<file path="src/rtl/core/assert_macros.svh">
// ----------------------------------------------------------------------------
// Assertion macros
// Shared concurrent assertion forms for the stream merger.
// ----------------------------------------------------------------------------
`ifndef ASSERT_MACROS_SVH
`define ASSERT_MACROS_SVH

// Same-cycle implication under the asynchronous active-low reset.
`define SPSM_ASSERT_NOW(lbl, clk, rst_n, ante, cons) \
	lbl: assert property (@(posedge clk) disable iff (!rst_n) (ante) |-> (cons)) \
		else $error("spsm assertion failed");

// Next-cycle implication under the asynchronous active-low reset.
`define SPSM_ASSERT_NEXT(lbl, clk, rst_n, ante, cons) \
	lbl: assert property (@(posedge clk) disable iff (!rst_n) (ante) |=> (cons)) \
		else $error("spsm assertion failed");

`endif

</file>
<file path="src/rtl/core/spsm_div.sv">
// ----------------------------------------------------------------------------
// Iterative divider
// Restoring unsigned divider, one quotient bit per cycle.
// ----------------------------------------------------------------------------
module spsm_div #(
	parameter int W = 20
) (
	input  logic         clk,
	input  logic         arst_n,
	input  logic         start,
	input  logic [W-1:0] dividend,
	input  logic [W-1:0] divisor,
	output logic         busy,
	output logic         done,
	output logic [W-1:0] quotient
);
	localparam int CNT_W = $clog2(W + 1);

	logic             busy_q;
	logic             done_q;
	logic [CNT_W-1:0] cnt_q;
	logic [W-1:0]     rem_q;
	logic [W-1:0]     quo_q;
	logic [W-1:0]     dvs_q;
	logic [W:0]       trial;
	logic             take;

	// Trial subtraction of the divisor from the shifted remainder.
	always_comb begin
		trial = {rem_q, quo_q[W-1]} - {1'b0, dvs_q};
		take  = ~trial[W];
	end

	always_ff @(posedge clk or negedge arst_n) begin
		if (!arst_n) begin
			busy_q <= 1'b0;
			done_q <= 1'b0;
			cnt_q  <= '0;
		end else begin
			done_q <= 1'b0;
			if (start) begin
				busy_q <= 1'b1;
				cnt_q  <= '0;
			end else if (busy_q) begin
				cnt_q <= cnt_q + 1'b1;
				if (cnt_q == CNT_W'(W - 1)) begin
					busy_q <= 1'b0;
					done_q <= 1'b1;
				end
			end
		end
	end

	// Datapath: remainder and quotient shift together.
	always_ff @(posedge clk) begin
		if (start) begin
			rem_q <= '0;
			quo_q <= dividend;
			dvs_q <= divisor;
		end else if (busy_q) begin
			rem_q <= take ? trial[W-1:0] : {rem_q[W-2:0], quo_q[W-1]};
			quo_q <= {quo_q[W-2:0], take};
		end
	end

	assign busy     = busy_q;
	assign done     = done_q;
	assign quotient = quo_q;
endmodule

</file>
<file path="config.mk">
export PLATFORM = sky130hd
export DESIGN_NAME = spsm_div
export DESIGN_NICKNAME = d
export VERILOG_FILES = /design/src/rtl/core/assert_macros.svh /design/src/rtl/core/spsm_div.sv
export SDC_FILE = /design/constraint.sdc
export NUM_CORES = 1
export LEC_CHECK = 0
export BUFFER_PORTS_ARGS = -buffer_cell sky130_fd_sc_hd__buf_2
export CAP_MARGIN = 15
export CORE_UTILIZATION = 45
export CTS_BUF_LIST = sky130_fd_sc_hd__clkbuf_2
export DETAILED_ROUTE_END_ITERATION = 7
export PLACE_DENSITY_LB_ADDON = 0.3
export SLEW_MARGIN = 20
export SYNTH_ARGS = -nofsm -noshare
export SYNTH_HDL_FRONTEND = slang
export SYNTH_SLANG_ARGS = --single-unit
</file>
<file path="constraint.sdc">
create_clock -name clk -period 4.2 [get_ports clk]
set_clock_uncertainty 0.2 [all_clocks]
set_input_delay 0 -clock clk [delete_from_list [all_inputs] [get_ports clk]]
set_output_delay 0 -clock clk [all_outputs]
set_load 0.05 [all_outputs]
</file>
# Yosys cells after proc, flatten, opt, wreduce, memory -nomap -nowiden
# Cells that the tools add are included.
word_totals:
  regBits: 67
  out_inout_bits: 22
  input_bits: 43
  wordCells: 22
classes:
  n_bitwise: 1
  n_eq_ne: 1
  add_sub_neg: 2
  n_reduce_logical: 1
  mux: 11
ops:
  columns: ["op", "count"]
  rows:
  - ["2-to-1 mux 20 bit", 3]
  - ["subtractor 21 x 20 -> 21 bit", 1]
  - ["2-to-1 mux 5 bit", 2]
  - ["2-to-1 mux 1 bit", 6]
  - ["adder 5 x 1 -> 5 bit (second input constant)", 1]
  - ["equality test 5 bit (second input constant)", 1]
  - ["nonzero test 2 bit", 1]
  - ["NOT 1 bit", 1]

# Depth between registers and ports, before layout
# Gate-level depths: netlist of run 1.
logic_depth:
  word_depth: 4
  depth_mapped: 11
  depth_no_buf: 10

# Least setup slack after synthesis of run 1
# Ideal clock, no wire load.
synth_timing:
  path_kind: "reg-to-reg"
  start: "register quo_q[19] (netlist: quotient[19])"
  end: "register rem_q[18]"
  path_buffers: 0
  required_ps: 3940
  stages_incl_launch_ff: 11
  setup_ps: 60
  slack_ps: 1046
  synth_period_minus_slack_ps: 3154
  arrival_ps: 2894
  cell_sequence: "edfxtp_1 -> inv_1 -> ha_1 -> fa_1 -> nor2b_1 -> o2111ai_1 -> a211oi_1 -> and4bb_4 -> xor2_4 -> or4_1 -> nand2_1"
synth_between:
  elab_chain_cells: 2
synth_lines:
  columns: ["element", "line", "source"]
  rows:
  - ["start: declaration", "spsm_div.sv:23", "logic [W-1:0] quo_q;"]
  - ["start signal: assignment", "spsm_div.sv:58", "quo_q <= dividend;"]
  - ["start signal: assignment", "spsm_div.sv:62", "quo_q <= {quo_q[W-2:0], take};"]
  - ["subtractor 21 x 20 -> 21 bit", "spsm_div.sv:30", "trial = {rem_q, quo_q[W-1]} - {1'b0, dvs_q};"]
  - ["2-to-1 mux 20 bit", "spsm_div.sv:61", "rem_q <= take ? trial[W-1:0] : {rem_q[W-2:0], quo_q[W-1]};"]
  - ["end signal: assignment", "spsm_div.sv:61", null]
  - ["end: declaration", "spsm_div.sv:22", "logic [W-1:0] rem_q;"]
# No other way between the ends.
# A chain may end at the register's enable or synchronous reset.

# Worst setup path in the final report of run 1
layout_timing:
  start: "register quo_q[19] (netlist: quotient[19])"
  end: "register rem_q[14]"
# The elaborated chain is that of the path after synthesis.

==> impl_metrics.ini, run 1 <==
[pwr]
power.share.switching_pct = 34.2
powerDensity_nw_per_um2 = 335
max-vdd-ir-drop_uv = 138
power.net_switching_mw = 0.577
leakage_power_summed_over_all_cells_nw = 2.17
clock_power_share_pct = 22.7
power_frac_seq_pct = 47.1
power_report.internal_total_mw = 1.11
logic_pwr_share_pct = 30.2

[synth]
synth.top_cells.by_area = sky130_fd_sc_hd__edfxtp_1, sky130_fd_sc_hd__dfxtp_1, sky130_fd_sc_hd__ha_1
yosys.area.top_type = sky130_fd_sc_hd__edfxtp_1
synth_top_family_by_area = compound AO/OA/AOI/OAI gates
synth.yosys.warnings = 0
synthesis.nets = 444
synth_common_cells = sky130_fd_sc_hd__edfxtp_1, sky130_fd_sc_hd__nand2_1, sky130_fd_sc_hd__nor2_1
synth_top_flop_cell = sky130_fd_sc_hd__edfxtp_1
syn_avg_cell_area_sq_um = 10.4
synth.yosys.seq_area_share_pct = 45.2
synthDistinctLibCells = 54
synth_enable_flop_cells = 40
simple_logic_cell_fraction_of_the_synthesized_area_pct = 13.6
synth-xor-area-share_pct = 5.19
yosys.area_share.adder_pct = 7.20
synth_seq_cells = 67
fraction_of_post_synthesis_cell_area_in_the_top_cell_type_by_area_pct = 30.6
synthesis.area_sq_um = 3930
async_set_reset_flop_share_out_of_synthesis_pct = 10.4
area_fraction_in_compound_gates_after_synthesis_pct = 16.1
postSynthCellCount = 379
synth.area.mux_share_pct = 7.48

[timing]
final-max-slew-violation-count = 0
hold_viol = 0
max_freq_mhz = 308
post-route-min-period_ns = 3.24
post-route-worst-setup-slack_ns = 0.956
setup-tns-final_ns = 0
period_share_pct = 77.2
worst_pin_slew_ns = 0.833
unrepaired_setup_endpoints_after_global_routing = false
timing.final.setup_violations = 0
worst_slew_margin_rel_pct = 44.3

[critical_path]
crit_path_end_kind = flop
reg2reg_depth = 10
worstSetupStartpointType = flop
timing.critical_path.cells = inv_1, ha_1, fa_1, nor2b_1, o2111ai_1, a211oi_1, and4bb_4, xor2_4, nand2_1, a311oi_2
critPathRequiredTime_ns = 4.45
critical_path.slowest_cell = sky130_fd_sc_hd__xor2_4
timing.critical_path.arrival_ns = 3.50
crit_path_max_incr_delay_ns = 0.57
critPathKind = flop to flop
worst-path-max-fanout = 23

[routing]
routed-via-count = 3318
first_iter_violations = 134
post_drt_wl_per_cell_um = 14.9
detail_route.vias_per_cell = 5.46
antenna_violation_net_count_after_detailed_routing = 0
drc = 0
drt_pass1_iterations = 5
wirelength_um = 9080

[floorplan]
total_die_area_sq_um = 9110
initial_core_util_pct = 47.1
die_width_um = 95.5
core_region_sq_um = 8340
floorplan.die.height_um = 95.5
design.portCount = 65
rows = 33

[cts]
numCtsBuffers = 9
max-clock-path-buffers = 2
clk-insertion-delay-late_ns = 0.52
setup_fix_buffers_added_after_clock_tree_synthesis = 0
ctsRootBufferMaster = sky130_fd_sc_hd__clkbuf_2
cts.sinks = 67
cts_tree = done
path_clk_slew_ns = 0.20
cts.htree.levels = 3

[placement]
pre_cts_setup_slack_ns = 1.01
gp_congestion = 0.883
hpwl_um = 5900
place.detailed.instances = 529
area_after_dpl_sq_um = 4290
portBuffers = 64

[finish]
nFillCells = 705
layout-drive-gt1-share_pct = 22.3
final_net_count = 563
area_growth_syn_to_layout_pct = 28.0
antenna_cells = 0
layout.cell_area.non_filler_sq_um = 5030
final_non_filler_cells = 608

[hold_path]
min_delay_path_depth = 3
timing.hold.worst.class = input pin to flop

[global_route]
grt_pass1_vias = 3107
antenna_violations_before_repair = 0
grt_max_degree = 35
grt_use_total_pct = 20.9
globalRouteOverflowTotal = 0
grt_pass1_wl_um = 14600

[run_status]
run_status = finished, final reports clean

[job]
cap_viol_max_count = 0
-- kinds of logic (layout without fill, tap and decap cells) --
group	Yosys count	after routing
buffers and inverters	46	170
AOI/OAI and AO/OA	85	85
muxes	27	27
and+or+nand+nor	113	113
DFF	67	67
adders and majority gates	22	22
xor gates and xnor gates	19	19
-- what timing repair did --
action,4_1_cts,5_1_grt
hold buffers,63,0
endpoints found under the hold margin,71,0
gates resized for setup,0,0
-- cell type report --
cell class | instances | area, sq um | area share, %
clock buffer | 9 | 45.0 | 0.895
clock inverter | 7 | 68.8 | 1.37
inverter | 25 | 93.8 | 1.86
multi-input combinational | 266 | 1950 | 38.8
sequential | 67 | 1780 | 35.3
tap | 105 | 131 | 2.61
timing repair buffer | 129 | 966 | 19.2
-- layer usage --
metal  GRT usage (%)  wire length [um]  part of all wire (%)  up-vias
met5               0                 0                     0        -
met4            8.21               221                   2.4        0
met3            4.63               472                   5.2       24
met2            34.2              4430                    49       91
met1            26.7              3960                    44     1572
li1                -                 -                     -     1631
-- critical path: cells and delay by family (launching register included) --
family / cells / cell delay, ns
flops: 1 / 0.41
compound gates: 3 / 0.71
xor+xnor: 1 / 0.57
simple gates: 3 / 0.63
buf+inv: 1 / 0.05
fa+ha+maj: 2 / 0.63
-- power groups by stage --
stage | clock, mW | combinational (mW) | sequential (mW)
final | 0.383 | 0.509 | 0.795
after global routing | 0.425 | 0.558 | 0.802
after CTS | 0.396 | 0.504 | 0.794
after detailed placement | 0 | 0.457 | 0.808
after global placement | 0 | 0.453 | 0.805
after floorplan | 0 | 0.296 | 0.874
-- flip-flops by register name (all words and copies together), names as in the netlist --
| name | cells |
|---|---|
| done | 1 |
| dvs_q | 20 |
| cnt_q | 5 |
| quotient | 20 |
| rem_q | 20 |
| busy | 1 |
-- path summary, 6_finish.rpt --
path | from | slack (ns) | end
setup / recovery | quotient[19] | 0.96 | rem_q[14]
hold / removal | dividend[3] | 0.1 | quotient[3]
setup reg to reg | quotient[19] | 0.96 | rem_q[14]
hold reg to reg | rem_q[2] | 0.30 | rem_q[2]
max in group asynchronous | arst_n | 3.38 | cnt_q[1]
min in group asynchronous | arst_n | 0.19 | cnt_q[2]
-- cells in the final DEF, fill, tap and decap left out, drive strengths merged, types with 9 or more instances in the layout --
cell and instances:
buf 66, dlygate4sd3 63, nand2 40, edfxtp 40
nor2 30, inv 25, ha 21, dfxtp 20
mux2 19, a21oi 14, o21ai 13, xnor2 13
nand3 11, nand4 9, a31oi 9, clkbuf 9
a311oi 9
-- metrics by stage --
step	power (mW)	hold slack, ns	utilization (%)
floorplan	1.17	-0.496	-
global placement	1.26	-0.364	51.4
detailed placement	1.27	-0.360	51.4
CTS	1.69	0.0676	60.3
global route	1.79	0.0855	60.3
finish	1.69	0.0953	60.3
No activity file was read; power rests on OpenSTA's default activity.
==> run 2, diff against run 1 <==
clock period = 3.1 ns   (was 4.2 ns; I/O delays follow)
==> impl_metrics.ini, run 2 (same netlist as run 1, synthesis figures left out) <==
[routing]
wirelength_um = 9120
drt_pass1_iterations = 5
first_iter_violations = 141
routed-via-count = 3342
detail_route.vias_per_cell = 5.36
antenna_violation_net_count_after_detailed_routing = 0
drc = 0
post_drt_wl_per_cell_um = 14.6

[global_route]
grt_util_met1_pct = 25.3
grt_pass1_vias = 3136
grt_max_degree = 41
grt_util_met2_pct = 36.5
antenna_violations_before_repair = 0
grt_use_total_pct = 20.9
grt.met3_usage_pct = 5.42
grt_pass1_wl_um = 14400
globalRouteOverflowTotal = 0
top_usage_layer = met2

[timing]
worst_slew_margin_rel_pct = 49.9
post-route-worst-setup-slack_ns = 0.149
unrepaired_setup_endpoints_after_global_routing = false
hold_viol = 0
worst_pin_slew_ns = 0.751
final-max-slew-violation-count = 0
period_share_pct = 95.2
post-route-min-period_ns = 2.95
max_freq_mhz = 339
timing.final.setup_violations = 0
setup-tns-final_ns = 0

[job]
cap_viol_max_count = 0

[floorplan]
die_width_um = 95.5
initial_core_util_pct = 47.1
floorplan.die.height_um = 95.5
total_die_area_sq_um = 9110
core_region_sq_um = 8340
design.portCount = 65
rows = 33

[placement]
gp_congestion = 0.907
hpwl_um = 6120
place.detailed.instances = 542
pre_cts_setup_slack_ns = 0.0302
portBuffers = 64

[cts]
cts.htree.levels = 3
clk-insertion-delay-late_ns = 0.53
numCtsBuffers = 9
ctsRootBufferMaster = sky130_fd_sc_hd__clkbuf_2
max-clock-path-buffers = 2
path_clk_slew_ns = 0.19
cts_tree = done
cts.sinks = 67

[finish]
final-seq-area_sq_um = 1780
nFillCells = 677
area_growth_syn_to_layout_pct = 32.5
antenna_cells = 0
final_cell_mix = sky130_fd_sc_hd__buf_2, sky130_fd_sc_hd__dlygate4sd3_1, sky130_fd_sc_hd__nand2_1, sky130_fd_sc_hd__edfxtp_1, sky130_fd_sc_hd__nor2_1
final_net_count = 578
multi_input_area_sq_um = 2000
final_non_filler_cells = 623
layout-drive-gt1-share_pct = 25.5
layout.cells.most_common = sky130_fd_sc_hd__buf_2

[critical_path]
critPathRequiredTime_ns = 3.38
worstPathBufferInverterCount = 1
crit_family = simple AND/OR/NAND/NOR gates
crit_path_end_kind = flop
critPathKind = flop to flop
timing.critical_path.cells = inv_1, ha_1, fa_2, nor2b_2, o2111ai_2, a211oi_2, and4bb_4, xor2_4, or4_1, nand2_1
worst-path-max-fanout = 11
worstSetupStartpointType = flop
critical_path.slowest_cell = sky130_fd_sc_hd__or4_1
timing.critical_path.arrival_ns = 3.23
crit_path_max_incr_delay_ns = 0.56

[pwr]
powerDensity_nw_per_um2 = 463
power_mw = 2.41
leakage_power_summed_over_all_cells_nw = 2.25
max-vdd-ir-drop_uv = 263

[hold_path]
timing.hold.worst.class = input pin to flop

[run_status]
run_status = finished, final reports clean
run 2: metal layers:
metal / vias up / part of all wire, %
met2: 110 / 48
met5: - / 0
met1: 1556 / 45
li1: 1658 / -
met4: 0 / 1.5
met3: 18 / 5.5
run 2: final cells by class:
| class | instances | share of cell area, % |
|---|---|---|
| tap | 105 | 2.52 |
| clock buffer | 9 | 0.865 |
| inverter | 25 | 1.80 |
| multi-input combinational | 267 | 38.3 |
| clock inverter | 7 | 1.78 |
| timing repair buffer | 143 | 20.6 |
| sequential | 67 | 34.1 |
run 2: path summary, 6_finish.rpt:
check	from	to	slack, ns	depth (start not counted)
setup / recovery	quotient[19]	rem_q[18]	0.15	10
hold / removal	dividend[9]	quotient[9]	0.10	3
setup reg to reg	quotient[19]	rem_q[18]	0.15	10
hold reg to reg	rem_q[2]	rem_q[2]	0.31	2
max in group asynchronous	arst_n	cnt_q[4]	2.28	3
min in group asynchronous	arst_n	cnt_q[3]	0.19	3
run 2: per-stage QoR:
step,cell area [sq um],hold slack [ns],util [%]
after CTS,5180,0.0536,62.1
after global placement,4390,-0.365,52.7
final,5210,0.103,62.4
after floorplan,3940,-0.496,-
after detailed placement,4390,-0.359,52.7
after global routing,5210,0.0843,62.4
run 2: timing repair:
action	4_1_cts	5_1_grt
cloned	1	0
hold buffers	63	0
endpoints found under the setup margin	7	9
buffers inserted	0	1
hold endpoints to repair	68	0
pin swaps	0	0
gates resized for setup	0	4
run 2: worst reg2reg max path: cells and delay by family (launching register included):
kind	cells	cell delay, ns
simple gates	4	1.08
buf+inv	1	0.05
fa+ha+maj	2	0.59
xor+xnor	1	0.21
compound gates	2	0.39
flops	1	0.40
run 2: power by group:
| part | switching [mW] | total (mW) | internal, mW |
|---|---|---|---|
| Combinational | 0.413 | 0.736 | 0.323 |
| Sequential | 0.0484 | 1.08 | 1.03 |
| Clock | 0.334 | 0.597 | 0.263 |
