--- src/rtl/core/assert_macros.svh ---
// ----------------------------------------------------------------------------
// Assertion macros
// Shared concurrent assertion forms for the stream merger.
// ----------------------------------------------------------------------------
`ifndef ASSERT_MACROS_SVH
`define ASSERT_MACROS_SVH

// Same-cycle implication under the asynchronous active-low reset.
`define SPSM_ASSERT_NOW(lbl, clk, rst_n, ante, cons) \
	lbl: assert property (@(posedge clk) disable iff (!rst_n) (ante) |-> (cons)) \
		else $error("spsm assertion failed");

// Next-cycle implication under the asynchronous active-low reset.
`define SPSM_ASSERT_NEXT(lbl, clk, rst_n, ante, cons) \
	lbl: assert property (@(posedge clk) disable iff (!rst_n) (ante) |=> (cons)) \
		else $error("spsm assertion failed");

`endif

--- src/rtl/core/spsm_pkg.sv ---
// ----------------------------------------------------------------------------
// Stream merger package
// Field widths, operation codes, payload types and cell control type.
// ----------------------------------------------------------------------------
package spsm_pkg;

	localparam int unsigned OP_W      = 2;
	localparam int unsigned RATE_W    = 20;
	localparam int unsigned FRAMES_W  = 13;
	localparam int unsigned ID_W      = 16;
	localparam int unsigned TIME_W    = 33;
	localparam int unsigned IV_W      = 20;
	localparam int unsigned FIDX_W    = 12;
	localparam int unsigned OSLOT_W   = 4;

	localparam int unsigned ONE_SECOND_US    = 1000000;
	localparam int unsigned DEFAULT_INTERVAL = 250;

	localparam logic [OP_W-1:0] OP_CLEAR = 2'd0;
	localparam logic [OP_W-1:0] OP_LOAD  = 2'd1;
	localparam logic [OP_W-1:0] OP_NEXT  = 2'd2;

	typedef struct packed {
		logic [OP_W-1:0]     opcode;
		logic                ready_req;
		logic [RATE_W-1:0]   packets_per_sec;
		logic [FRAMES_W-1:0] frame_count;
		logic [ID_W-1:0]     publisher_id;
	} in_t;

	typedef struct packed {
		logic                entry_valid;
		logic [TIME_W-1:0]   entry_time_us;
		logic [ID_W-1:0]     owner_id;
		logic [OSLOT_W-1:0]  owner_slot;
		logic [FIDX_W-1:0]   frame_index;
		logic [TIME_W-1:0]   cycle_duration_us;
		logic                last_entry;
	} out_t;

	// Commands broadcast from the sequencer to every cell.
	typedef struct packed {
		logic clear;
		logic load;
		logic rewind;
		logic set_iv;
		logic set_off;
		logic advance;
	} cell_ctl_t;

endpackage

--- src/rtl/core/spsm_cell.sv ---
// ----------------------------------------------------------------------------
// Publisher cell
// Holds one publisher slot and passes the running earliest entry onward.
// ----------------------------------------------------------------------------
module spsm_cell #(
	parameter int SW = 4
) (
	input  logic                            clk,
	input  logic                            arst_n,
	input  spsm_pkg::cell_ctl_t             ctl,
	input  logic                            sel,
	input  logic [SW-1:0]                   my_slot,
	input  logic                            rec_ready,
	input  logic [spsm_pkg::RATE_W-1:0]     rec_rate,
	input  logic [spsm_pkg::FRAMES_W-1:0]   rec_frames,
	input  logic [spsm_pkg::ID_W-1:0]       rec_id,
	input  logic [spsm_pkg::IV_W-1:0]       wr_val,
	input  logic                            prev_vld,
	input  logic [spsm_pkg::TIME_W-1:0]     prev_time,
	input  logic [spsm_pkg::ID_W-1:0]       prev_id,
	input  logic [SW-1:0]                   prev_slot,
	output logic                            act_ready,
	output logic [spsm_pkg::RATE_W-1:0]     rate,
	output logic [spsm_pkg::FRAMES_W-1:0]   frames,
	output logic [spsm_pkg::IV_W-1:0]       iv,
	output logic [spsm_pkg::FRAMES_W-1:0]   next_frame,
	output logic                            pending,
	output logic                            best_vld,
	output logic [spsm_pkg::TIME_W-1:0]     best_time,
	output logic [spsm_pkg::ID_W-1:0]       best_id,
	output logic [SW-1:0]                   best_slot
);
	logic                            used_q;
	logic                            ready_q;
	logic [spsm_pkg::FRAMES_W-1:0]   next_q;
	logic [spsm_pkg::RATE_W-1:0]     rate_q;
	logic [spsm_pkg::FRAMES_W-1:0]   frames_q;
	logic [spsm_pkg::ID_W-1:0]       id_q;
	logic [spsm_pkg::IV_W-1:0]       iv_q;
	logic [spsm_pkg::TIME_W-1:0]     time_q;
	logic                            best_vld_q;
	logic [spsm_pkg::TIME_W-1:0]     best_time_q;
	logic [spsm_pkg::ID_W-1:0]       best_id_q;
	logic [SW-1:0]                   best_slot_q;
	logic                            own_wins;

	// Control state of the slot.
	always_ff @(posedge clk or negedge arst_n) begin
		if (!arst_n) begin
			used_q  <= 1'b0;
			ready_q <= 1'b0;
			next_q  <= '0;
		end else if (ctl.clear) begin
			used_q  <= 1'b0;
			ready_q <= 1'b0;
			next_q  <= '0;
		end else if (ctl.load && sel) begin
			used_q  <= 1'b1;
			ready_q <= rec_ready;
			next_q  <= '0;
		end else if (ctl.rewind) begin
			next_q <= '0;
		end else if (ctl.advance && sel) begin
			next_q <= next_q + 1'b1;
		end
	end

	// Payload of the slot and its running timestamp.
	always_ff @(posedge clk) begin
		if (ctl.load && sel) begin
			rate_q   <= rec_rate;
			frames_q <= rec_frames;
			id_q     <= rec_id;
		end
		if (ctl.set_iv && sel) begin
			iv_q <= wr_val;
		end
		if (ctl.set_off && sel) begin
			time_q <= spsm_pkg::TIME_W'(wr_val);
		end else if (ctl.advance && sel) begin
			time_q <= time_q + spsm_pkg::TIME_W'(iv_q);
		end
	end

	assign pending = used_q && ready_q && (next_q < frames_q);

	// The earlier entry wins; on equal time the lower id, then the lower slot.
	always_comb begin
		own_wins = pending && (!prev_vld || (time_q < prev_time) ||
			((time_q == prev_time) && (id_q < prev_id)));
	end

	always_ff @(posedge clk or negedge arst_n) begin
		if (!arst_n) begin
			best_vld_q <= 1'b0;
		end else begin
			best_vld_q <= own_wins || prev_vld;
		end
	end

	always_ff @(posedge clk) begin
		best_time_q <= own_wins ? time_q : prev_time;
		best_id_q   <= own_wins ? id_q : prev_id;
		best_slot_q <= own_wins ? my_slot : prev_slot;
	end

	assign act_ready  = used_q && ready_q;
	assign rate       = rate_q;
	assign frames     = frames_q;
	assign iv         = iv_q;
	assign next_frame = next_q;
	assign best_vld   = best_vld_q;
	assign best_time  = best_time_q;
	assign best_id    = best_id_q;
	assign best_slot  = best_slot_q;
endmodule

--- config.mk ---
export PLATFORM = sky130hd
export DESIGN_NAME = spsm_cell
export DESIGN_NICKNAME = d
export VERILOG_FILES = /design/src/rtl/core/assert_macros.svh /design/src/rtl/core/spsm_pkg.sv /design/src/rtl/core/spsm_cell.sv
export SDC_FILE = /design/constraint.sdc
export NUM_CORES = 1
export LEC_CHECK = 0
export BUFFER_PORTS_ARGS = -buffer_cell sky130_fd_sc_hd__buf_2
export CELL_PAD_IN_SITES_DETAIL_PLACEMENT = 1
export CELL_PAD_IN_SITES_GLOBAL_PLACEMENT = 1
export CORE_ASPECT_RATIO = 1.5
export CORE_MARGIN = 2
export CORE_UTILIZATION = 41
export DETAILED_ROUTE_END_ITERATION = 16
export HOLD_SLACK_MARGIN = 0.08
export PLACE_DENSITY_LB_ADDON = 0.1
export SYNTH_ARGS = -nofsm -noshare
export SYNTH_HDL_FRONTEND = slang
export SYNTH_SLANG_ARGS = --single-unit
--- constraint.sdc ---
create_clock -name clk -period 3.3 [get_ports clk]
set_clock_uncertainty 0.05 [all_clocks]
set_input_delay 0.33 -clock clk [delete_from_list [all_inputs] [get_ports clk]]
set_output_delay 0.33 -clock clk [all_outputs]
set_load 0.01 [all_outputs]
Yosys cells after proc, flatten, opt, wreduce, memory -nomap -nowiden
Cells that the tools add are included.
{"block": "totals", "register_bits": 171, "input_bits": 137, "out_inout_bits": 122, "word_cells": 47}
{"block": "op_classes", "n_addsub": 2, "n_lt_le_gt_ge": 3, "eq_ne": 1, "muxes": 13, "n_reduce_logical": 15}
{"op": "2-to-1 mux 13 bit", "n": 4}
{"op": "2-to-1 mux 20 bit", "n": 2}
{"op": "adder 33 x 20 -> 33 bit", "n": 1}
{"op": "equality test 33 bit", "n": 1}
{"op": "less-than comparator 33 bit", "n": 1}
{"op": "2-to-1 mux 33 bit", "n": 1}
{"op": "less-than comparator 16 bit", "n": 1}
{"op": "2-to-1 mux 16 bit", "n": 1}
{"op": "adder 13 x 1 -> 13 bit, second input constant", "n": 1}
{"op": "less-than comparator 13 bit", "n": 1}
{"op": "logical AND 1 bit", "n": 8}
{"op": "2-to-1 mux 1 bit", "n": 4}
{"op": "2-to-1 mux 4 bit", "n": 1}
{"op": "nonzero test 2 bit", "n": 2}
{"op": "nonzero test 4 bit", "n": 1}
{"op": "logical OR 1 bit", "n": 3}
{"op": "zero test 1 bit", "n": 1}

Logic depth before layout (Yosys ltp)
Gate-level depths: netlist of run 1.
{"block": "depth", "depth_word": 5, "ltp_mapped": 10}

Least setup slack after synthesis of run 1
Ideal clock, no wire load.
{"block": "synth_path", "kind": "register -> register", "start": "register iv_q, in the netlist iv[0]", "end": "register time_q[28] in the netlist's numbering", "setup_ps": 103, "arrival_time_ps": 2744, "required_ps": 3147, "path_slack_ps": 403, "path_stages_with_launch": 9, "n_path_buf": 0, "period_less_slack_ps": 2897, "cell_sequence": "edfxtp_1 > ha_1 > fa_1 > a21o_1 > a22o_1 > a221oi_2 > o32a_4 > mux2_4 > a2111oi_2"}
{"block": "synth_via", "elab_chain_len": 1}
{"element": "from (decl)", "line": "spsm_cell.sv:39", "source": "logic [spsm_pkg::IV_W-1:0] iv_q;"}
{"element": "from (signal assigned)", "line": "spsm_cell.sv:76", "source": "iv_q <= wr_val;"}
{"element": "adder 33 x 20 -> 33 bit", "line": "spsm_cell.sv:81", "source": "time_q <= time_q + spsm_pkg::TIME_W'(iv_q);"}
{"element": "to (signal assigned)", "line": "spsm_cell.sv:79", "source": "time_q <= spsm_pkg::TIME_W'(wr_val);"}
{"element": "to (signal assigned)", "line": "spsm_cell.sv:81"}
{"element": "to (decl)", "line": "spsm_cell.sv:40", "source": "logic [spsm_pkg::TIME_W-1:0] time_q;"}
No other way between the ends.
A chain may end at the register's enable or synchronous reset.

Worst setup path after layout of run 1
{"block": "layout_path", "start": "register next_q, in the netlist next_frame[11]", "end": "output port pending"}
{"block": "layout_via", "elab_chain_len": 2}
{"element": "from (decl)", "line": "spsm_cell.sv:35", "source": "logic [spsm_pkg::FRAMES_W-1:0] next_q;"}
{"element": "from (signal assigned)", "line": "spsm_cell.sv:64", "source": "next_q <= next_q + 1'b1;"}
{"element": "less-than comparator 13 bit", "line": "spsm_cell.sv:85", "source": "assign pending = used_q && ready_q && (next_q < frames_q);"}
{"element": "logical AND 1 bit", "line": "spsm_cell.sv:85"}
{"element": "to (decl)", "line": "spsm_cell.sv:27", "source": "output logic pending,"}
No other way between the ends.

==> load_flow_metrics.sql, run 1 <==
INSERT INTO impl_metrics (metric_group, metric, value, unit) VALUES
('outcome', 'run_status', 'complete, no violations', ''),
('floorplanning', 'fp-row-count', '70', ''),
('floorplanning', 'start_util', '0.416', ''),
('clocking', 'ctsLongestPathBuffers', '2', ''),
('route', 'number_of_vias_in_the_routed_layout', '9406', ''),
('logic_synthesis', 'synth_mux_area_frac', '0.00885', ''),
('logic_synthesis', 'synth_adder_area_share', '0.102', ''),
('route', 'routed_via_density', '5.57', ''),
('route', 'postRouteAntennaNets', '0', ''),
('sta', 'period_minus_slack', '3080', 'ps'),
('critical_path', 'setup.worst_path.class', 'reg -> out', ''),
('layout', 'fin_cells', '1688', ''),
('worst_hold_path', 'hold-path-endpoint', 'ready_q$_DFFE_PN0P_', ''),
('layout', 'layout_commonest_cell', 'sky130_fd_sc_hd__buf_2', ''),
('global_route', 'globalRoute.totalOverflow', '0', ''),
('layout', 'mostFrequentLayoutCells', 'sky130_fd_sc_hd__buf_2 (258), sky130_fd_sc_hd__inv_1 (122), sky130_fd_sc_hd__edfxtp_1 (89), sky130_fd_sc_hd__ha_1 (81), sky130_fd_sc_hd__dlygate4sd3_1 (76)', ''),
('sta', 'tns', '0', 'ps'),
('worst_hold_path', 'hold_depth', '3', ''),
('logic_synthesis', 'synthesis.area_per_instance', '9.83', 'um2'),
('critical_path', 'worstReg2RegEnd', 'time_q[19]$_DFFE_PP_', ''),
('route', 'drt_drc_violations_left', '0', ''),
('floorplanning', 'pin_count', '259', ''),
('logic_synthesis', 'netlist_top_cells_area', 'sky130_fd_sc_hd__edfxtp_1 (26%), sky130_fd_sc_hd__dfxtp_1 (13%), sky130_fd_sc_hd__ha_1 (10%)', ''),
('critical_path', 'worst_setup_end_kind', 'output port', ''),
('logic_synthesis', 'synth.largest_area_cell', 'sky130_fd_sc_hd__edfxtp_1', ''),
('route', 'drtPass1Iterations', '5', ''),
('layout', 'area_growth', '30.0', '%'),
('clocking', 'clock-root-buffer', 'sky130_fd_sc_hd__clkbuf_16', ''),
('floorplanning', 'die_width', '133', 'um'),
('logic_synthesis', 'number_of_enable_type_register_cells_in_the_synthesized_netlist', '89', ''),
('critical_path', 'worst_r2r_path_depth', '7', ''),
('critical_path', 'timing.critical_path.fanout_max', '26', ''),
('floorplanning', 'chipHeight', '197', 'um'),
('clocking', 'clk-insertion-delay-late', '440', 'ps'),
('layout', 'num-fill-cells', '2802', ''),
('logic_synthesis', 'synth_area', '10200', 'um2'),
('clocking', 'clk_pin_slew_worst_paths', '70', 'ps'),
('floorplanning', 'core_box_area', '24400', 'um2'),
('sta', 'hold_viol', '0', ''),
('clocking', 'cts-buffers-inserted', '17', ''),
('logic_synthesis', 'synth_compound_area_frac', '0.214', ''),
('layout', 'fraction_of_final_layout_cells_sized_beyond_drive_strength_1', '0.255', ''),
('pwr', 'cellPowerDensity', '475', 'nW/um2'),
('sta', 'fin_worst_hold_slack', '96.6', 'ps'),
('logic_synthesis', 'yosys_warn_count', '0', ''),
('layout', 'num-nets-final', '1567', ''),
('place', 'dp_hpwl', '24000', 'um'),
('route', 'first_iter_violations', '364', ''),
('place', 'globalplace.congestion', '0.828', ''),
('sta', 'slew_headroom', '0.364', ''),
('critical_path', 'regToRegStartpoint', 'time_q[8]$_DFFE_PP_', ''),
('flow_run', 'max_cap_violations', '0', ''),
('place', 'numPlacedInstances', '1577', ''),
('sta', 'worstMarginPinSlew', '955', 'ps'),
('logic_synthesis', 'synth.yosys.seq_area_share', '0.432', ''),
('logic_synthesis', 'post_synth_inst_count', '1035', ''),
('critical_path', 'worstPathArrival', '2700', 'ps'),
('logic_synthesis', 'synth_top_flop_cell', 'sky130_fd_sc_hd__edfxtp_1', ''),
('worst_hold_path', 'holdCritStartpoint', 'rec_ready', ''),
('global_route', 'grt_pass1_vias', '10400', ''),
('sta', 'fmaxAchievable', '325', 'MHz'),
('clocking', 'cts.htree.levels', '4', ''),
('sta', 'final_max_slew_violation_count', '0', ''),
('logic_synthesis', 'synthArstFlopShare', '0.0936', ''),
('clocking', 'post-cts-setup-buffers', '0', ''),
('logic_synthesis', 'synth_top_area_frac', '0.263', ''),
('clocking', 'cts.sink_count', '171', ''),
('critical_path', 'worst-endpoint-required', '2920', 'ps'),
('global_route', 'global_routing_usage_summed_across_all_routing_layers', '0.265', ''),
('logic_synthesis', 'synth_top_family_by_area', 'compound AO/OA/AOI/OAI gates', ''),
('pwr', 'leakage', '5.87', 'nW');
[critical path, cell delays in order, from the launching register on]
cell and delay (ps):
sky130_fd_sc_hd__dfrtp_1 420, sky130_fd_sc_hd__ha_1 330, sky130_fd_sc_hd__a21o_1 200, sky130_fd_sc_hd__a211oi_2 300, sky130_fd_sc_hd__nor3b_2 280, sky130_fd_sc_hd__o2111ai_4 170
sky130_fd_sc_hd__and2_4 330, sky130_fd_sc_hd__inv_1 100, sky130_fd_sc_hd__buf_2 130
[flip-flops by register name, indices dropped and copies added, names as in the netlist]
signal	flops
best_time	33
time_q	33
iv	20
rate	20
best_id	16
id_q	16
frames	13
next_frame	13
best_slot	4
best_vld	1
ready_q	1
used_q	1
[cell type report]
type,instances,area (um2),area share
Sequential cell,171,4390,0.332
Antenna cell,3,7.51,0.000568
Clock buffer,19,433,0.0327
Clock inverter,13,128,0.00965
Inverter,122,458,0.0346
Multi-Input combinational cell,681,5130,0.388
Tap cell,324,405,0.0306
Timing Repair Buffer,355,2270,0.172
[repair_timing]
action                     4_1_cts  5_1_grt
gates resized for setup          0        1
hold endpoints to repair        92        0
hold buffers                    76        0
setup endpoints to repair        0        1
[through the flow]
stage / area [um2] / setup slack (ps)
floorplan: 10200 / 403
global route: 13200 / 125
CTS: 13200 / 6.50
global placement: 11900 / 488
finish: 13200 / 221
detailed placement: 11900 / 377
[routing by layer]
metal | up-vias | share of wire | wire length [um] | global-route usage
met2 | 276 | 0.53 | 18000 | 0.493
met4 | 2 | 0.026 | 899 | 0.0896
met3 | 57 | 0.050 | 1690 | 0.0568
li1 | 4484 | - | - | -
met5 | - | 0.00032 | 11 | 0
met1 | 4587 | 0.40 | 13500 | 0.297
[how the worst max path moves through the flow]
stage / startpoint / to / slack, ps / cells after the start
6_report: next_frame[11]$_DFFE_PN0P_ / pending / 220 / 8
5_1_grt: next_frame[11]$_DFFE_PN0P_ / pending / 130 / 8
4_1_cts: next_frame[11]$_DFFE_PN0P_ / pending / 7 / 8
3_5_place_dp: next_frame[11]$_DFFE_PN0P_ / best_time[32]$_DFF_P_ / 380 / 8
3_3_place_gp: iv[0]$_DFFE_PP_ / time_q[28]$_SDFFE_PP0P_ / 490 / 8
2_1_floorplan: iv[0]$_DFFE_PP_ / time_q[28]$_SDFFE_PP0P_ / 400 / 8
[where the power goes]
group | total, mW | internal (mW) | switching (mW)
combinational | 1.69 | 0.719 | 0.973
clock | 1.97 | 1.11 | 0.862
sequential | 2.62 | 2.48 | 0.146
total | 6.28 | 4.30 | 1.98
[Yosys cell counts, types with 2 or more instances]
| library cell | n |
|---|---|
| sky130_fd_sc_hd__buf_2 | 13 |
| sky130_fd_sc_hd__buf_1 | 5 |
| sky130_fd_sc_hd__a2111o_1 | 2 |
| sky130_fd_sc_hd__a221oi_2 | 2 |
| sky130_fd_sc_hd__nand2b_1 | 3 |
| sky130_fd_sc_hd__and4_1 | 6 |
| sky130_fd_sc_hd__o311ai_1 | 28 |
| sky130_fd_sc_hd__o311ai_2 | 22 |
| sky130_fd_sc_hd__o21a_1 | 5 |
| sky130_fd_sc_hd__nor3_1 | 10 |
| sky130_fd_sc_hd__dfxtp_1 | 66 |
| sky130_fd_sc_hd__nor4_1 | 4 |
| sky130_fd_sc_hd__a211oi_1 | 3 |
| sky130_fd_sc_hd__o21ai_0 | 31 |
| sky130_fd_sc_hd__clkbuf_1 | 42 |
| sky130_fd_sc_hd__dfrtp_1 | 16 |
| sky130_fd_sc_hd__mux2i_1 | 6 |
| sky130_fd_sc_hd__ha_1 | 81 |
| sky130_fd_sc_hd__nand2_1 | 73 |
| sky130_fd_sc_hd__o31ai_1 | 5 |
| sky130_fd_sc_hd__xnor2_1 | 13 |
| sky130_fd_sc_hd__a2111oi_2 | 2 |
| sky130_fd_sc_hd__a21o_1 | 16 |
| sky130_fd_sc_hd__or4_1 | 3 |
| sky130_fd_sc_hd__a21oi_1 | 48 |
| sky130_fd_sc_hd__and2_1 | 65 |
| sky130_fd_sc_hd__nor2b_1 | 3 |
| sky130_fd_sc_hd__xor2_1 | 11 |
| sky130_fd_sc_hd__o211ai_1 | 9 |
| sky130_fd_sc_hd__o311ai_0 | 56 |
| sky130_fd_sc_hd__o2111ai_1 | 2 |
| sky130_fd_sc_hd__a221oi_1 | 3 |
| sky130_fd_sc_hd__nor2_1 | 34 |
| sky130_fd_sc_hd__a211o_1 | 3 |
| sky130_fd_sc_hd__or3_1 | 2 |
| sky130_fd_sc_hd__edfxtp_1 | 89 |
| sky130_fd_sc_hd__nand4_1 | 14 |
| sky130_fd_sc_hd__mux2_4 | 2 |
| sky130_fd_sc_hd__a31oi_1 | 7 |
| sky130_fd_sc_hd__nand3_1 | 74 |
| sky130_fd_sc_hd__inv_1 | 122 |
| sky130_fd_sc_hd__and3_1 | 5 |
| sky130_fd_sc_hd__nor3b_1 | 4 |
[logic make-up (layout without fill, tap and decap cells)]
kind of cell	after synthesis	count (layout)
XOR/XNOR	24	24
flip-flops	171	171
other	0	3
buffers and inverters	183	509
multiplexers	8	8
AO/OA/AOI/OAI	263	263
adder cells (fa/ha/maj)	82	82
AND/OR/NAND/NOR	304	304
Note: power is estimated with default switching activity, not from simulation.
==> run 2: changes to the inputs <==
--- a/config.mk
+++ b/config.mk
@@ -5,12 +5,14 @@
 export SDC_FILE = /design/constraint.sdc
 export NUM_CORES = 1
 export LEC_CHECK = 0
+export ABC_AREA = 1
 export BUFFER_PORTS_ARGS = -buffer_cell sky130_fd_sc_hd__buf_2
+export CAP_MARGIN = 25
 export CELL_PAD_IN_SITES_DETAIL_PLACEMENT = 1
 export CELL_PAD_IN_SITES_GLOBAL_PLACEMENT = 1
 export CORE_ASPECT_RATIO = 1.5
-export CORE_MARGIN = 2
-export CORE_UTILIZATION = 41
+export CORE_MARGIN = 1.5
+export CORE_UTILIZATION = 38
 export DETAILED_ROUTE_END_ITERATION = 16
 export HOLD_SLACK_MARGIN = 0.08
 export PLACE_DENSITY_LB_ADDON = 0.1
==> load_flow_metrics.sql, run 2 <==
INSERT INTO impl_metrics (metric_group, metric, value, unit) VALUES
('floorplanning', 'pin_count', '259', ''),
('pwr', 'switching_share', '0.308', ''),
('sta', 'final_critical_path_setup_slack', '201', 'ps'),
('clocking', 'cts.sink_count', '171', ''),
('layout', 'fraction_of_final_layout_cells_sized_beyond_drive_strength_1', '0.215', ''),
('worst_hold_path', 'holdCritStartpoint', 'prev_vld', ''),
('route', 'drt_drc_violations_left', '0', ''),
('sta', 'period_minus_slack', '3100', 'ps'),
('floorplanning', 'start_util', '0.386', ''),
('critical_path', 'worst_setup_end_kind', 'flip-flop', ''),
('route', 'number_of_vias_in_the_routed_layout', '9009', ''),
('logic_synthesis', 'synthDistinctLibCells', '38', ''),
('sta', 'tns', '0', 'ps'),
('worst_hold_path', 'worst_hold_path_type', 'in -> reg', ''),
('critical_path', 'setup.worst_path.class', 'reg -> reg', ''),
('clocking', 'cts_tree', 'done', ''),
('critical_path', 'timing.critical_path.fanout_max', '29', ''),
('pwr', 'cellPowerDensity', '470', 'nW/um2'),
('pwr', 'vdd_drop_max', '0.355', 'mV'),
('critical_path', 'critical_path_start_type', 'flip-flop', ''),
('logic_synthesis', 'netlist_top_cells_area', 'sky130_fd_sc_hd__edfxtp_1 (29%), sky130_fd_sc_hd__dfxtp_1 (15%), sky130_fd_sc_hd__nand2_1 (14%)', ''),
('floorplanning', 'fp-row-count', '69', ''),
('logic_synthesis', 'synth-seq-cells', '171', ''),
('critical_path', 'worstReg2RegEnd', 'best_slot[1]$_DFF_P_', ''),
('pwr', 'fin_total_pwr', '5.94', 'mW'),
('pwr', 'power.internal', '4.11', 'mW'),
('logic_synthesis', 'synthesis.area_per_instance', '8.34', 'um2'),
('logic_synthesis', 'yosysMostFrequentCell', 'sky130_fd_sc_hd__nand2_1', ''),
('route', 'drt_wl_total', '31800', 'um'),
('sta', 'rsz_0062_raised_after_global_routing', 'false', ''),
('sta', 'fin_worst_hold_slack', '160', 'ps'),
('place', 'numPlacedInstances', '1654', ''),
('layout', 'num-nets-final', '1704', ''),
('logic_synthesis', 'post_synth_inst_count', '1090', ''),
('floorplanning', 'chipHeight', '192', 'um'),
('pwr', 'net-switching-power', '1.83', 'mW'),
('logic_synthesis', 'yosys_warn_count', '0', ''),
('route', 'drtPass1Iterations', '4', ''),
('logic_synthesis', 'synth_top_flop_cell', 'sky130_fd_sc_hd__edfxtp_1', ''),
('clocking', 'cts.htree.levels', '4', ''),
('route', 'routedWlPerCell', '17.5', 'um'),
('pwr', 'leakage', '6.20', 'nW'),
('critical_path', 'worstPathArrival', '3420', 'ps'),
('place', 'dp_worst_setup_slack', '546', 'ps'),
('floorplanning', 'die_width', '129', 'um'),
('sta', 'fmaxAchievable', '323', 'MHz'),
('route', 'highest-signal-layer', 'met4', ''),
('clocking', 'clock-root-buffer', 'sky130_fd_sc_hd__clkbuf_16', ''),
('logic_synthesis', 'commonest_cells_post_synth', 'sky130_fd_sc_hd__nand2_1 (330), sky130_fd_sc_hd__inv_1 (124), sky130_fd_sc_hd__nand3_1 (96), sky130_fd_sc_hd__edfxtp_1 (89), sky130_fd_sc_hd__ha_1 (81)', ''),
('clocking', 'ctsLongestPathBuffers', '2', ''),
('worst_hold_path', 'hold-path-endpoint', 'best_vld$_DFF_PN0_', ''),
('critical_path', 'worst_r2r_path_depth', '10', ''),
('clocking', 'post-cts-setup-buffers', '0', ''),
('layout', 'fin_cells', '1817', ''),
('pwr', 'power_frac_seq', '0.429', ''),
('floorplanning', 'core_box_area', '23600', 'um2'),
('pwr', 'combPwrFrac', '0.223', ''),
('route', 'met3WireLength', '1420', 'um'),
('logic_synthesis', 'synth.largest_area_cell', 'sky130_fd_sc_hd__edfxtp_1', ''),
('critical_path', 'regToRegStartpoint', 'next_frame[6]$_DFFE_PN0P_', ''),
('critical_path', 'r2r_slack', '200', 'ps'),
('logic_synthesis', 'synthArstFlopShare', '0.0936', ''),
('logic_synthesis', 'syn-num-nets', '1309', ''),
('worst_hold_path', 'hold_depth', '2', ''),
('floorplanning', 'die_area', '24900', 'um2'),
('global_route', 'globalRoute.totalOverflow', '0', ''),
('logic_synthesis', 'synth_area', '9090', 'um2'),
('place', 'globalplace.congestion', '0.833', ''),
('sta', 'slew_headroom', '0.342', ''),
('global_route', 'grt_pass1_vias', '9467', ''),
('global_route', 'global_routing_usage_summed_across_all_routing_layers', '0.252', ''),
('global_route', 'grt_start_max_net_pins', '54', ''),
('place', 'instance_area_after_placement', '10700', 'um2'),
('critical_path', 'worst-endpoint-required', '3620', 'ps'),
('place', 'dp_hpwl', '21600', 'um'),
('layout', 'layout.core_utilization', '0.536', ''),
('clocking', 'cts-buffers-inserted', '17', ''),
('route', 'postRouteAntennaNets', '0', ''),
('layout', 'diodes', '0', ''),
('flow_run', 'max_cap_violations', '0', ''),
('place', 'io_buffers', '258', ''),
('clocking', 'clk_pin_slew_worst_paths', '70', 'ps'),
('layout', 'area_growth', '38.9', '%'),
('sta', 'final_max_slew_violation_count', '0', ''),
('logic_synthesis', 'synth.yosys.seq_area_share', '0.483', ''),
('sta', 'hold_viol', '0', ''),
('global_route', 'grt_antenna_before_repair', '0', ''),
('route', 'first_iter_violations', '278', ''),
('route', 'routed_via_density', '4.96', ''),
('logic_synthesis', 'synth_top_area_frac', '0.294', ''),
('layout', 'mostFrequentLayoutCells', 'sky130_fd_sc_hd__nand2_1 (330), sky130_fd_sc_hd__buf_2 (258), sky130_fd_sc_hd__dlygate4sd3_1 (129), sky130_fd_sc_hd__inv_1 (124), sky130_fd_sc_hd__nand3_1 (96)', ''),
('pwr', 'power.clock.fraction', '0.347', ''),
('route', 'met2_length', '17100', 'um'),
('layout', 'layout_commonest_cell', 'sky130_fd_sc_hd__nand2_1', ''),
('sta', 'setup_viol_count_final', '0', ''),
('sta', 'worstMarginPinSlew', '985', 'ps'),
('logic_synthesis', 'number_of_enable_type_register_cells_in_the_synthesized_netlist', '89', ''),
('outcome', 'run_status', 'complete, no violations', ''),
('layout', 'finish.instance_area', '12600', 'um2'),
('clocking', 'clk-insertion-delay-late', '440', 'ps'),
('route', 'drt-met1-wl', '12300', 'um'),
('global_route', 'grt_pass1_wl', '47900', 'um'),
('sta', 'post-route-period-util', '0.939', '');
## run 2: cell count changes in the layout (fill, tap and decap cells not counted), sizes merged, moves of 27 or more
| cell | delta |
|---|---|
| a21oi | +27 |
| and2 | -64 |
| dlygate4sd3 | +53 |
| nand2 | +262 |
| nor2 | +49 |
| o311ai | -106 |
## run 2: worst max path at each step
stage	cells past startpoint	end	slack [ps]	from
2_1_floorplan	8	time_q[14]$_DFFE_PP_	1160	iv[0]$_DFFE_PP_
3_3_place_gp	15	best_time[8]$_DFF_P_	630	prev_time[24]
3_5_place_dp	13	best_time[29]$_DFF_P_	550	time_q[8]$_DFFE_PP_
4_1_cts	17	best_slot[1]$_DFF_P_	7	prev_time[29]
5_1_grt	10	best_slot[1]$_DFF_P_	1	next_frame[8]$_DFFE_PN0P_
6_report	10	best_slot[1]$_DFF_P_	200	next_frame[6]$_DFFE_PN0P_
## run 2: power by group through the flow
stage                     clock [mW]  sequential, mW  combinational, mW
after global routing            2.17            2.56               1.51
after CTS                       2.11            2.54               1.32
after global placement             0            2.58               1.16
after detailed placement           0            2.59               1.19
final                           2.06            2.55               1.33
after floorplan                    0            2.59              0.709
## run 2: area by class of cell
| class | count | area, um2 |
|---|---|---|
| Fill cell | 2908 | 10900 |
| Clock buffer | 18 | 429 |
| Multi-Input combinational cell | 772 | 4120 |
| Clock inverter | 14 | 158 |
| Tap cell | 319 | 399 |
| Sequential cell | 171 | 4390 |
| Timing Repair Buffer | 396 | 2650 |
| Inverter | 127 | 477 |
## run 2: timing repair
action,in CTS,in global routing
endpoints found under the hold margin,140,0
hold buffers,129,0
resized for setup,0,1
setup endpoints to repair,0,4
## run 2: cells by family (layout without fill, tap and decap cells)
| logic type | Yosys count | after routing | synth area share |
|---|---|---|---|
| flip-flops | 171 | 171 | 0.483 |
| AO/OA/AOI/OAI | 122 | 122 | 0.0684 |
| adder cells (fa/ha/maj) | 82 | 82 | 0.114 |
| XOR/XNOR | 7 | 7 | 0.00675 |
| AND/OR/NAND/NOR | 559 | 561 | 0.260 |
| buffers and inverters | 149 | 555 | 0.0672 |
## run 2: critical path, stage by stage, from the launching register on
cell and delay (ps):
sky130_fd_sc_hd__dfrtp_1 470, sky130_fd_sc_hd__ha_1 330, sky130_fd_sc_hd__a21oi_1 160, sky130_fd_sc_hd__o21ai_0 100
sky130_fd_sc_hd__a21oi_1 210, sky130_fd_sc_hd__nand2_1 120, sky130_fd_sc_hd__nor2_4 350, sky130_fd_sc_hd__buf_4 420
sky130_fd_sc_hd__nand3_1 130, sky130_fd_sc_hd__nand2_1 100, sky130_fd_sc_hd__dlygate4sd3_1 570
## run 2: routing by layer
| layer | track usage | vias to the layer above |
|---|---|---|
| li1 | - | 4391 |
| met1 | 0.272 | 4335 |
| met2 | 0.479 | 229 |
| met3 | 0.0427 | 54 |
| met4 | 0.100 | 0 |
| met5 | 0 | - |
